==> config.mk <==
export PLATFORM = sky130hd
export DESIGN_NAME = exponent_bit_decomposer_unit
export DESIGN_NICKNAME = d
export VERILOG_FILES = /design/src/rtl/ebd_pkg.sv /design/src/rtl/ebd_counter_ram.sv /design/src/rtl/ebd_bit_walker.sv /design/src/rtl/exponent_bit_decomposer_unit.sv
export SDC_FILE = /design/constraint.sdc
export NUM_CORES = 2
export LEC_CHECK = 0
export ABC_AREA = 1
export BUFFER_PORTS_ARGS = -buffer_cell sky130_fd_sc_hd__buf_2
export CAP_MARGIN = 5
export CORE_MARGIN = 3
export CORE_UTILIZATION = 40
export CTS_BUF_LIST = sky130_fd_sc_hd__clkbuf_4 sky130_fd_sc_hd__clkbuf_8 sky130_fd_sc_hd__clkbuf_16
export DETAILED_ROUTE_END_ITERATION = 10
export GPL_ROUTABILITY_DRIVEN = 0
export GPL_TIMING_DRIVEN = 0
export MAX_ROUTING_LAYER = met4
export PLACE_DENSITY_LB_ADDON = 0.3
export SETUP_SLACK_MARGIN = 0.2
export SKIP_CTS_REPAIR_TIMING = 1
export SYNTH_ARGS = -nofsm -noshare
export SYNTH_HDL_FRONTEND = slang
export SYNTH_SLANG_ARGS = --single-unit
==> constraint.sdc <==
create_clock -name clock -period 7.15 [get_ports clock]
set_input_delay 0.3575 -clock clock [delete_from_list [all_inputs] [get_ports clock]]
set_output_delay 0.3575 -clock clock [all_outputs]
set_load 0.005 [all_outputs]
==> src/rtl/ebd_pkg.sv <==
// shared types and constants of the exponent bit decomposer
`default_nettype none

package ebd_pkg;

   localparam int ColW   = 6;
   localparam int CountW = 32;
   localparam int IndexW = 31;
   localparam int ExpW   = 64;
   localparam int WidthW = 7;
   localparam int Columns = 64;
   localparam int CsrDataW = 32;

   typedef enum logic [1:0] {
      OP_LOAD    = 2'd0,
      OP_SCATTER = 2'd1,
      OP_READ    = 2'd2,
      OP_NONE    = 2'd3
   } op_type;

   typedef enum logic [1:0] {
      CSR_ELEMENT_BYTES = 2'd0,
      CSR_SIGNED_MODE   = 2'd1,
      CSR_EMIT_ENTRIES  = 2'd2,
      CSR_UNUSED        = 2'd3
   } csr_index_type;

   typedef enum logic {
      KIND_ENTRY   = 1'b0,
      KIND_READOUT = 1'b1
   } reply_kind_type;

   typedef struct packed {
      logic            bit_set;
      logic [ColW-1:0] col;
      logic            last;
      logic            done;
      logic            sign;
   } walk_bit_type;

endpackage

`default_nettype wire

==> src/rtl/ebd_counter_ram.sv <==
// bit column counter memory with per-entry valid bits
`default_nettype none

module ebd_counter_ram
   import ebd_pkg::*;
(
   input  wire logic              clock,
   input  wire logic              reset,
   input  wire logic              wr_en,
   input  wire logic [ColW-1:0]   wr_addr,
   input  wire logic [CountW-1:0] wr_data,
   input  wire logic              rd_en,
   input  wire logic [ColW-1:0]   rd_addr,
   output logic      [CountW-1:0] rd_data
);

   logic [CountW-1:0]  mem_ff [Columns];
   logic [Columns-1:0] vld_ff;
   logic [CountW-1:0]  rd_data_ff;

   always_ff @(posedge clock) begin
      if (wr_en) begin
         mem_ff[wr_addr] <= wr_data;
      end
   end

   always_ff @(posedge clock) begin
      if (reset) begin
         vld_ff <= '0;
      end else if (wr_en) begin
         vld_ff[wr_addr] <= 1'b1;
      end
   end

   // entries never written read as zero
   always_ff @(posedge clock) begin
      if (rd_en) begin
         rd_data_ff <= vld_ff[rd_addr] ? mem_ff[rd_addr] : '0;
      end
   end

   assign rd_data = rd_data_ff;

endmodule

`default_nettype wire

==> src/rtl/ebd_bit_walker.sv <==
// bit-serial exponent walker with serial two's complement negation
`default_nettype none

module ebd_bit_walker
   import ebd_pkg::*;
#(
   parameter int MAX_ELEMENT_BITS = 64
) (
   input  wire logic              clock,
   input  wire logic              reset,
   input  wire logic              start,
   input  wire logic              step,
   input  wire logic [ExpW-1:0]   exponent,
   input  wire logic [WidthW-1:0] width,
   input  wire logic              signed_mode,
   output walk_bit_type           walk
);

   logic [MAX_ELEMENT_BITS-1:0] sr_ff, sr_in;
   logic [MAX_ELEMENT_BITS-1:0] mk_ff, mk_in;
   logic [MAX_ELEMENT_BITS-1:0] start_mask;
   logic [MAX_ELEMENT_BITS-1:0] upper;
   logic [MAX_ELEMENT_BITS-1:0] mk_upper;
   logic [ColW-1:0]             col_ff, col_in;
   logic                        seen_ff, seen_in;
   logic                        neg_ff, neg_in;
   logic [ColW-1:0]             sign_pos;
   logic                        raw_sign;
   logic                        seen_next;
   logic                        invert;
   logic                        invert_next;
   logic                        rest;

   always_comb begin
      for (int i = 0; i < MAX_ELEMENT_BITS; i++) begin
         start_mask[i] = (WidthW'(i) < width);
      end
   end

   assign sign_pos = ColW'(width - WidthW'(1));
   assign raw_sign = (width != '0) && exponent[sign_pos];

   // below the first one bit the magnitude copies, above it inverts
   assign invert      = neg_ff && seen_ff;
   assign seen_next   = seen_ff | sr_ff[0];
   assign invert_next = neg_ff && seen_next;
   assign upper       = sr_ff >> 1;
   assign mk_upper    = mk_ff >> 1;
   assign rest        = invert_next ? |(~upper & mk_upper) : |(upper & mk_upper);

   always_comb begin
      walk.bit_set = mk_ff[0] & (sr_ff[0] ^ invert);
      walk.col     = col_ff;
      walk.last    = !rest;
      walk.done    = !rest;
      walk.sign    = neg_ff;
   end

   always_comb begin
      sr_in   = sr_ff;
      mk_in   = mk_ff;
      col_in  = col_ff;
      seen_in = seen_ff;
      neg_in  = neg_ff;
      if (start) begin
         sr_in   = exponent[MAX_ELEMENT_BITS-1:0];
         mk_in   = start_mask;
         col_in  = '0;
         seen_in = 1'b0;
         neg_in  = signed_mode & raw_sign;
      end else if (step) begin
         sr_in   = upper;
         mk_in   = mk_upper;
         col_in  = col_ff + ColW'(1);
         seen_in = seen_next;
      end
   end

   always_ff @(posedge clock) begin
      sr_ff <= sr_in;
      col_ff <= col_in;
      neg_ff <= neg_in;
   end

   always_ff @(posedge clock) begin
      if (reset) begin
         mk_ff <= '0;
         seen_ff <= 1'b0;
      end else begin
         mk_ff <= mk_in;
         seen_ff <= seen_in;
      end
   end

endmodule

`default_nettype wire

==> src/rtl/exponent_bit_decomposer_unit.sv <==
// top level of the exponent bit decomposer: sequencer, counter update stage, result register
//
// channel  direction  transaction
// req_     in         op, bit_position, load_value, exponent, element_index
// rsp_     out        reply_kind, bit_position_res, slot, entry, count_value, last
// csr_     in         csr_index, csr_wdata (register write)
//
// op 0 (load) writes a counter, op 3 does nothing, op 2 (read) returns one as a readout
// op 1 walks the bit columns up to the highest set magnitude bit
// the exponent is walked one bit per cycle unless stalled; each set bit's counter is read,
// written back incremented, and with emit entries on the entry goes to the result register
// reset restores the default configuration and zeroes all 64 counters at once
// a result register held by rsp_ready low stalls the walk in place
`default_nettype none

module exponent_bit_decomposer_unit
   import ebd_pkg::*;
#(
   parameter int MAX_ELEMENT_BITS = 64
) (
   input  wire logic                clock,
   input  wire logic                reset,

   input  wire logic                req_valid,
   output logic                     req_ready,
   input  wire logic [1:0]          req_op,
   input  wire logic [ColW-1:0]     req_bit_position,
   input  wire logic [CountW-1:0]   req_load_value,
   input  wire logic [ExpW-1:0]     req_exponent,
   input  wire logic [IndexW-1:0]   req_element_index,

   output logic                     rsp_valid,
   input  wire logic                rsp_ready,
   output logic                     rsp_reply_kind,
   output logic      [ColW-1:0]     rsp_bit_position_res,
   output logic      [CountW-1:0]   rsp_slot,
   output logic      [CountW-1:0]   rsp_entry,
   output logic      [CountW-1:0]   rsp_count_value,
   output logic                     rsp_last,

   input  wire logic                csr_valid,
   output logic                     csr_ready,
   input  wire logic [1:0]          csr_index,
   input  wire logic [CsrDataW-1:0] csr_wdata
);

   localparam logic [WidthW-1:0] MaxWidth = WidthW'(MAX_ELEMENT_BITS);

   typedef enum logic [1:0] {
      ST_IDLE = 2'b01,
      ST_WALK = 2'b10
   } state_type;

   state_type         state_ff, state_in;
   logic [3:0]        bytes_ff;
   logic              signed_ff;
   logic              emit_ff;
   logic [IndexW-1:0] idx_ff, idx_in;
   logic              sign_ff, sign_in;

   logic              p1_valid_ff, p1_valid_in;
   logic              p1_readout_ff, p1_readout_in;
   logic [ColW-1:0]   p1_col_ff, p1_col_in;
   logic              p1_last_ff, p1_last_in;

   logic              rsp_valid_ff, rsp_valid_in;
   reply_kind_type    rsp_kind_ff, rsp_kind_in;
   logic [ColW-1:0]   rsp_col_ff, rsp_col_in;
   logic [CountW-1:0] rsp_slot_ff, rsp_slot_in;
   logic [CountW-1:0] rsp_entry_ff, rsp_entry_in;
   logic [CountW-1:0] rsp_count_ff, rsp_count_in;
   logic              rsp_last_ff, rsp_last_in;

   logic [3:0]        bytes_cap;
   logic [WidthW-1:0] width_raw;
   logic [WidthW-1:0] width;
   logic              req_acc;
   logic              op_load;
   logic              op_scatter;
   logic              op_read;
   logic              walking;
   logic              s1_stall;
   logic              advance;
   logic              retire;
   logic              rsp_load;
   walk_bit_type      walk;

   logic              ram_wr_en;
   logic [ColW-1:0]   ram_wr_addr;
   logic [CountW-1:0] ram_wr_data;
   logic              ram_rd_en;
   logic [ColW-1:0]   ram_rd_addr;
   logic [CountW-1:0] ram_rd_data;

   // configuration
   assign csr_ready = 1'b1;

   always_ff @(posedge clock) begin
      if (reset) begin
         bytes_ff <= 4'd4;
         signed_ff <= 1'b0;
         emit_ff <= 1'b1;
      end else if (csr_valid && csr_ready) begin
         unique case (csr_index_type'(csr_index))
            CSR_ELEMENT_BYTES: bytes_ff <= csr_wdata[3:0];
            CSR_SIGNED_MODE:   signed_ff <= csr_wdata[0];
            CSR_EMIT_ENTRIES:  emit_ff <= csr_wdata[0];
            default: ;
         endcase
      end
   end

   assign bytes_cap = (bytes_ff > 4'd8) ? 4'd8 : bytes_ff;
   assign width_raw = {bytes_cap, 3'b000};
   assign width     = (width_raw > MaxWidth) ? MaxWidth : width_raw;

   // request side
   assign walking    = (state_ff == ST_WALK);
   assign req_ready  = (state_ff == ST_IDLE) && !p1_valid_ff;
   assign req_acc    = req_valid && req_ready;
   assign op_load    = req_acc && (op_type'(req_op) == OP_LOAD);
   assign op_scatter = req_acc && (op_type'(req_op) == OP_SCATTER);
   assign op_read    = req_acc && (op_type'(req_op) == OP_READ);

   assign s1_stall = p1_valid_ff && (p1_readout_ff || emit_ff) && rsp_valid_ff && !rsp_ready;
   assign advance  = !s1_stall;
   assign retire   = p1_valid_ff && advance;
   assign rsp_load = retire && (p1_readout_ff || emit_ff);

   ebd_bit_walker #(
      .MAX_ELEMENT_BITS(MAX_ELEMENT_BITS)
   ) u_walker (
      .clock       (clock),
      .reset       (reset),
      .start       (op_scatter),
      .step        (walking && advance),
      .exponent    (req_exponent),
      .width       (width),
      .signed_mode (signed_ff),
      .walk        (walk)
   );

   // counter memory ports
   always_comb begin
      ram_wr_en   = 1'b0;
      ram_wr_addr = p1_col_ff;
      ram_wr_data = ram_rd_data + CountW'(1);
      if (op_load) begin
         ram_wr_en   = 1'b1;
         ram_wr_addr = req_bit_position;
         ram_wr_data = req_load_value;
      end else if (retire && !p1_readout_ff) begin
         ram_wr_en = 1'b1;
      end
   end

   assign ram_rd_en   = op_read || (walking && advance && walk.bit_set);
   assign ram_rd_addr = op_read ? req_bit_position : walk.col;

   ebd_counter_ram u_counters (
      .clock   (clock),
      .reset   (reset),
      .wr_en   (ram_wr_en),
      .wr_addr (ram_wr_addr),
      .wr_data (ram_wr_data),
      .rd_en   (ram_rd_en),
      .rd_addr (ram_rd_addr),
      .rd_data (ram_rd_data)
   );

   // sequencer and update stage
   always_comb begin
      state_in      = state_ff;
      idx_in        = idx_ff;
      sign_in       = sign_ff;
      p1_valid_in   = p1_valid_ff;
      p1_readout_in = p1_readout_ff;
      p1_col_in     = p1_col_ff;
      p1_last_in    = p1_last_ff;

      unique case (state_ff)
         ST_IDLE: begin
            if (op_scatter) begin
               state_in = ST_WALK;
               idx_in   = req_element_index;
            end
         end
         ST_WALK: begin
            sign_in = walk.sign;
            if (advance && walk.done) begin
               state_in = ST_IDLE;
            end
         end
         default: state_in = ST_IDLE;
      endcase

      if (advance) begin
         p1_valid_in   = op_read || (walking && walk.bit_set);
         p1_readout_in = op_read;
         p1_col_in     = op_read ? req_bit_position : walk.col;
         p1_last_in    = op_read || walk.last;
      end
   end

   always_ff @(posedge clock) begin
      if (reset) begin
         state_ff <= ST_IDLE;
         p1_valid_ff <= 1'b0;
      end else begin
         state_ff <= state_in;
         p1_valid_ff <= p1_valid_in;
      end
   end

   always_ff @(posedge clock) begin
      idx_ff <= idx_in;
      sign_ff <= sign_in;
      p1_readout_ff <= p1_readout_in;
      p1_col_ff <= p1_col_in;
      p1_last_ff <= p1_last_in;
   end

   // result register
   always_comb begin
      rsp_valid_in = rsp_valid_ff && !rsp_ready;
      rsp_kind_in  = rsp_kind_ff;
      rsp_col_in   = rsp_col_ff;
      rsp_slot_in  = rsp_slot_ff;
      rsp_entry_in = rsp_entry_ff;
      rsp_count_in = rsp_count_ff;
      rsp_last_in  = rsp_last_ff;
      if (rsp_load) begin
         rsp_valid_in = 1'b1;
         rsp_col_in   = p1_col_ff;
         rsp_last_in  = p1_last_ff;
         if (p1_readout_ff) begin
            rsp_kind_in  = KIND_READOUT;
            rsp_slot_in  = '0;
            rsp_entry_in = '0;
            rsp_count_in = ram_rd_data;
         end else begin
            rsp_kind_in  = KIND_ENTRY;
            rsp_slot_in  = ram_rd_data;
            rsp_entry_in = {sign_ff, idx_ff};
            rsp_count_in = '0;
         end
      end
   end

   always_ff @(posedge clock) begin
      if (reset) begin
         rsp_valid_ff <= 1'b0;
      end else begin
         rsp_valid_ff <= rsp_valid_in;
      end
   end

   always_ff @(posedge clock) begin
      rsp_kind_ff <= rsp_kind_in;
      rsp_col_ff <= rsp_col_in;
      rsp_slot_ff <= rsp_slot_in;
      rsp_entry_ff <= rsp_entry_in;
      rsp_count_ff <= rsp_count_in;
      rsp_last_ff <= rsp_last_in;
   end

   assign rsp_valid            = rsp_valid_ff;
   assign rsp_reply_kind       = rsp_kind_ff;
   assign rsp_bit_position_res = rsp_col_ff;
   assign rsp_slot             = rsp_slot_ff;
   assign rsp_entry            = rsp_entry_ff;
   assign rsp_count_value      = rsp_count_ff;
   assign rsp_last             = rsp_last_ff;

   // checks
   a_no_rw_collision: assert property (@(posedge clock) disable iff (reset)
      ram_wr_en && ram_rd_en |-> ram_wr_addr != ram_rd_addr)
      else $error("counter read and write hit the same column");

   a_stall_holds_stage: assert property (@(posedge clock) disable iff (reset)
      s1_stall |=> p1_valid_ff && $stable(p1_col_ff) && $stable(p1_last_ff))
      else $error("update stage changed while stalled");

   a_readout_only_idle: assert property (@(posedge clock) disable iff (reset)
      p1_valid_ff && p1_readout_ff |-> state_ff == ST_IDLE)
      else $error("counter readout overlaps an exponent walk");

   a_walk_blocks_requests: assert property (@(posedge clock) disable iff (reset)
      walking |-> !req_ready && !op_load)
      else $error("request taken during an exponent walk");

endmodule

`default_nettype wire
# --- After elaboration in Yosys (flattened, before gate mapping) ---
# Memory sizes are Yosys's and may differ from the RTL's. A register that Yosys moved wholly into a read port is not among the register bits.
# Cells that the tools add are included.
word_totals:
  register_bits: 354
  mem_bits_rw: 2048
  input_bits: 174
  output_inout_bits: 107
  elab_cells: 180
  n_memories: 1
classes:
  add_sub_neg: 3
  n_lt_le_gt_ge: 70
  n_eq_ne: 8
  mux: 25
  bitwise_logic: 8
  reduce_logical: 42
memory_table:
  columns: ["name", "depth", "width", "read_ports", "rd_ports_with_merged_regs", "wr", "line_no", "source"]
  rows:
  - ["u_counters.mem_ff", 64, 32, 1, 1, 1, "ebd_counter_ram.sv:17", "logic [CountW-1:0] mem_ff [Columns];"]
ops:
  columns: ["cell", "count"]
  rows:
  - ["64-bit two-way mux", 4]
  - ["6-bit by 7-bit < comparator with 1-bit output (first input constant)", 32]
  - ["64-bit OR reduction", 2]
  - ["5-bit by 7-bit < comparator with 1-bit output (first input constant)", 16]
  - ["64-bit by 63-bit AND with 64-bit output", 1]
  - ["63-bit inverter with 64-bit output", 1]
  - ["64-bit bitwise OR", 1]
  - ["63-bit AND", 1]
  - ["4-bit by 7-bit < comparator with 1-bit output (first input constant)", 8]
  - ["32-bit by 1-bit adder with 32-bit output (second input constant)", 1]
  - ["32-bit two-way mux", 1]
  - ["3-bit by 7-bit < comparator with 1-bit output (first input constant)", 4]
  - ["6-bit by 7-bit < comparator with 1-bit output (second input constant)", 3]
  - ["1-bit logical AND", 20]
  - ["1-bit by 7-bit < comparator with 1-bit output (first input constant)", 2]
  - ["2-bit by 7-bit < comparator with 1-bit output (first input constant)", 2]
  - ["1-bit binary-select mux with 6-bit select", 2]
  - ["6-bit two-way mux", 2]
  - ["1-bit two-way mux", 10]
  - ["2-bit AND reduction", 5]
  - ["7-bit > comparator (second input constant)", 1]
  - ["7-bit two-way mux", 1]
  - ["7-bit nonzero test", 1]
  - ["6-bit by 1-bit adder with 6-bit output (second input constant)", 1]
  - ["19 further kinds", 34]

# --- Depth between registers and ports, before layout ---
depth:
  ltp_word: 11
  depth_mapped: 18

# --- Hierarchy ---
# From an unflattened synthesis, not the netlist that was laid out.
hier_totals:
  cells_unflattened: 8917
  area_unflattened_um2: 100032.2
by_module_without_submodules:
  columns: ["mod", "n_inst", "cells_each", "area_each_um2", "seq_area_each_um2"]
  rows:
  - ["ebd_counter_ram", 1, 7111, 85424.4, 63741.1]
  - ["ebd_bit_walker", 1, 1062, 7642.3, 3373.2]
  - ["exponent_bit_decomposer_unit", 1, 744, 6965.4, 4524.3]

# --- Least setup slack after synthesis ---
# Ideal clock, no wire load.
synth_path:
  path_type: "flip-flop to flip-flop"
  startpoint: "register p1_readout_ff"
  endpoint: "register rsp_col_ff[0], in the netlist rsp_bit_position_res[0] (enable)"
  setup_time_ns: 0.568
  arrival_ns: 4.898
  required_time_ns: 6.582
  path_slack_ns: 1.684
  stages_incl_launch_ff: 4
  path_buffers: 1
  path_cell_list: "edfxtp_1 buf_2 o21ai_1 nor2_1"
synth_via:
  elab_chain_cells: 7
synth_rtl:
  columns: ["element", "line_no", "source"]
  rows:
  - ["from (decl)", "exponent_bit_decomposer_unit.sv:62", "logic p1_readout_ff, p1_readout_in;"]
  - ["from (signal assigned)", "exponent_bit_decomposer_unit.sv:218", "p1_readout_ff <= p1_readout_in;"]
  - ["1-bit logical OR *", "exponent_bit_decomposer_unit.sv:125, exponent_bit_decomposer_unit.sv:128", null]
  - ["1-bit logical AND (3 in series)", "exponent_bit_decomposer_unit.sv:125", "assign s1_stall = p1_valid_ff && (p1_readout_ff || emit_ff) && rsp_valid_ff && !rsp_ready;"]
  - ["1-bit logical NOT", "exponent_bit_decomposer_unit.sv:126", "assign advance = !s1_stall;"]
  - ["1-bit logical AND", "exponent_bit_decomposer_unit.sv:127", "assign retire = p1_valid_ff && advance;"]
  - ["1-bit logical AND *", "exponent_bit_decomposer_unit.sv:128", "assign rsp_load = retire && (p1_readout_ff || emit_ff);"]
  - ["net rsp_load", "exponent_bit_decomposer_unit.sv:85", "logic rsp_load;"]
  - ["to (signal assigned)", "exponent_bit_decomposer_unit.sv:260", "rsp_col_ff <= rsp_col_in;"]
  - ["to (decl)", "exponent_bit_decomposer_unit.sv:68", "logic [ColW-1:0] rsp_col_ff, rsp_col_in;"]
# The timed path passes the listed nets; every way through them passes the cells marked *.
# A chain may end at the register's enable or synchronous reset.

# --- Worst setup path after layout ---
layout_path:
  startpoint: "register state_ff[1]"
  endpoint: "register u_counters.rd_data_ff[11], in the netlist u_counters.rd_data[11], read port of u_counters.mem_ff, data pin"
layout_via:
  elab_chain_cells: 8
  elab_cells_between_ends: 12
layout_rtl:
  columns: ["element", "line_no", "source"]
  rows:
  - ["from (decl)", "exponent_bit_decomposer_unit.sv:54", "state_type state_ff, state_in;"]
  - ["from (signal assigned)", "exponent_bit_decomposer_unit.sv:210", "state_ff <= state_in;"]
  - ["2-bit by 1-bit equality test with 1-bit output *", "exponent_bit_decomposer_unit.sv:119", "assign req_ready = (state_ff == ST_IDLE) && !p1_valid_ff;"]
  - ["1-bit logical AND *", "exponent_bit_decomposer_unit.sv:119", null]
  - ["1-bit logical AND *", "exponent_bit_decomposer_unit.sv:120", "assign req_acc = req_valid && req_ready;"]
  - ["1-bit logical AND *", "exponent_bit_decomposer_unit.sv:123", "assign op_read = req_acc && (op_type'(req_op) == OP_READ);"]
  - ["net op_read", "exponent_bit_decomposer_unit.sv:80", "logic op_read;"]
  - ["6-bit two-way mux", "exponent_bit_decomposer_unit.sv:158", "assign ram_rd_addr = op_read ? req_bit_position : walk.col;"]
  - ["1-bit binary-select mux with 6-bit select", "ebd_counter_ram.sv:38", "rd_data_ff <= vld_ff[rd_addr] ? mem_ff[rd_addr] : '0;"]
  - ["1-bit two-way mux (implied by the code)", "ebd_counter_ram.sv:38", null]
  - ["1-bit logical NOT (no line)", null, null]
  - ["to (decl)", "ebd_counter_ram.sv:19", "logic [CountW-1:0] rd_data_ff;"]
# The timed path passes the listed nets; every way through them passes the cells marked *. The select of a mux whose other input is x is not followed.

==> out/results.tsv <==
metric	value	unit
status	complete, but fails checks	
violations	DRC	
synthFlopType	edfxtp_1	
hold_viol	0	
postSynthAreaPerCell	11.44	um2
fin_crit_sh	0.7129	
synth-compound-area-share	0.01784	
numCtsBuffers	237	
placed_cell_area	106800	um2
worst_path_max_delay_cell	buf_1	
layout_common_cells	nand2_1, edfxtp_1, nand3_1, buf_2, inv_1	
drt_iter0_drc	14130	
path_cells	clkinv_1 > nand2_1 > nor2_4 > nand3_2 > inv_2 > nand2_1 > nand2_1 > buf_2 > buf_1 > nand3_1 > nand3_1 > nand3_1 > nand3_1 > nand3_1 > nand2_1 > nor2_1	
p_leak	42.20	nW
wire_per_inst	30.72	um
cp_max_fo	10	
cts_root_buffer	clkbuf_16	
synth_top_family_by_area	simple AND/OR/NAND/NOR gates	
cp.arrival	5760	ps
cts_tree	done	
clk_pin_slew	60	ps
drive_above_1_share	0.1159	
core_area	244400	um2
synth-xor-area-share	0.002216	
max_freq	196.2	MHz
critPathMaxStageDelay	870	ps
clock-sinks	2434	
grt_pass1_wl	528600	um
port_buffers	250	
required	7810	ps
drv_cap	0	
ys_seq_elements	2434	
dieArea	253000	um2
grt_start_max_net_pins	70	
synthArstFlopShare	0	
vias_per_cell	5.973	
initial_utilization	0.4044	
synth_fa_ha_area_frac	0.0006331	
insertion_delay	910	ps
syn-instance-count	8634	
cp-end-kind	flip-flop	
fin_hold_ws	6.923	ps
overflow	0	
routed_wl	392300	um
power_density	273.1	nW/um2
critical_path_class	flip-flop to flip-flop	
final_area	116000	um2
final_max_slew_viol_count	0	
ant_nets	0	
cp-start-kind	flip-flop	
final_util	0.4747	
syn_area	98810	um2
synth_mux_area_frac	0.0001013	
die_h	503.0	um
tightestPinTransition	1351	ps
yosysWarnings	0	
grt_pass1_vias	68120	
finalNonFillerCells	12770	
irDropWorstVdd	0.2895	mV
vias	76270	
finalSetupTns	0	ps
nets	9531	
rows	181	
synth_edf_count	2289	
drc	1	
htreeDepth	4	
hold_path.class	input port to flip-flop	
max-slew-margin-rel	0.09955	
die_x	503.0	um
finalSetupViolations	0	
dr.pass1.iters	11	
clk_path_buf_depth	3	
cp_common_cell	nand3_1	
final_common_cell	nand2_1	
hpwl	268400	um
rsz0062_at_grt	false	
fin_crit	5097	ps
track_usage	0.3086	
io_pins	281	
seq_area_frac_synth	0.7250	
dp_cells	12200	
synth.distinct_cells	42	
synthSimpleGateAreaFrac	0.2157	
area_growth	17.39	%
antenna_found_initial	14	
syn_nets	8813	
finalClockSkew	61.25	ps
-- layout make-up --
class | instances | area, um2
tap | 3202 | 4006
fill | 21410 | 128400
antenna | 12 | 30.03
sequential | 2434 | 71640
clock buffer | 303 | 6668
buffer | 527 | 2300
clock inverter | 138 | 1245
multi-input combinational | 5274 | 23680
timing repair buffer | 479 | 4885
inverter | 399 | 1535
-- cell families (layout without fill, tap and decap cells) --
group / after synthesis / count (layout)
DFF: 2434 / 2434
adders and majority gates: 5 / 5
buffers and inverters: 926 / 1846
other: 1 / 13
AOI/OAI and AO/OA: 292 / 292
muxes: 1 / 1
and+or+nand+nor: 4950 / 4950
xor gates and xnor gates: 25 / 25
-- power breakdown --
part / internal, W / leakage, nW / switching (W)
sequential: 0.0158 / 21.9 / 0.0000491
combinational: 0.000713 / 16.4 / 0.00231
clock: 0.00726 / 3.97 / 0.00556
total: 0.0237 / 42.2 / 0.00793
-- stage by stage --
stage          worst slack [ps]  power [W]
2_1_floorplan              1684    0.01748
3_3_place_gp              -3978    0.01881
3_5_place_dp               2315    0.01891
4_1_cts                    2373    0.03141
5_1_grt                    2141    0.03227
6_report                   2053    0.03167
-- worst max-delay path: cells and delay by family, from the launching register on --
family | cells | cell delay, ps
DFF | 1 | 300
buffers and inverters | 4 | 1620
and+or+nand+nor | 12 | 2920
-- cells in the mapped netlist (all sizes together) (32+ instances only) --
master	instances	share of area
a21oi	64	0.0032
a221oi	43	0.0038
buf	294	0.014
clkbuf	233	0.0089
dfxtp	145	0.029
edfxtp	2289	0.70
inv	396	0.015
nand2	2550	0.097
nand3	2099	0.11
nor2	266	0.010
o21ai	127	0.0068
o22ai	32	0.0020
-- sequential cells by signal, summed over array words and instances, names as in the netlist, 4 cells and up --
register / cells
rsp_slot: 32
p1_col_ff: 6
u_walker.mk_ff: 64
idx_ff: 31
u_counters.rd_data: 32
u_walker.sr_ff: 64
rsp_count_value: 32
rsp_entry: 32
u_counters.mem_ff: 2048
u_counters.vld_ff: 64
rsp_bit_position_res: 6
u_walker.col_ff: 6
bytes_ff: 4
-- final timing paths --
check | from | end | slack [ps] | depth (start not counted)
max reg2reg | state_ff[1] | u_counters.rd_data[11] | 2050 | 16
min reg2reg | p1_last_ff | rsp_last | 430 | 0
max | state_ff[1] | u_counters.rd_data[11] | 2050 | 16
min | req_valid | p1_readout_ff | 7 | 3
-- metal layers --
layer / share of wire / track usage / up-vias
met3: 0.16 / 0.09338 / 1183
met5: 0 / - / -
li1: - / - / 31690
met1: 0.36 / 0.4028 / 36850
met2: 0.41 / 0.4275 / 6542
met4: 0.071 / 0.1737 / 0
Power figures use the tool's default switching activity.
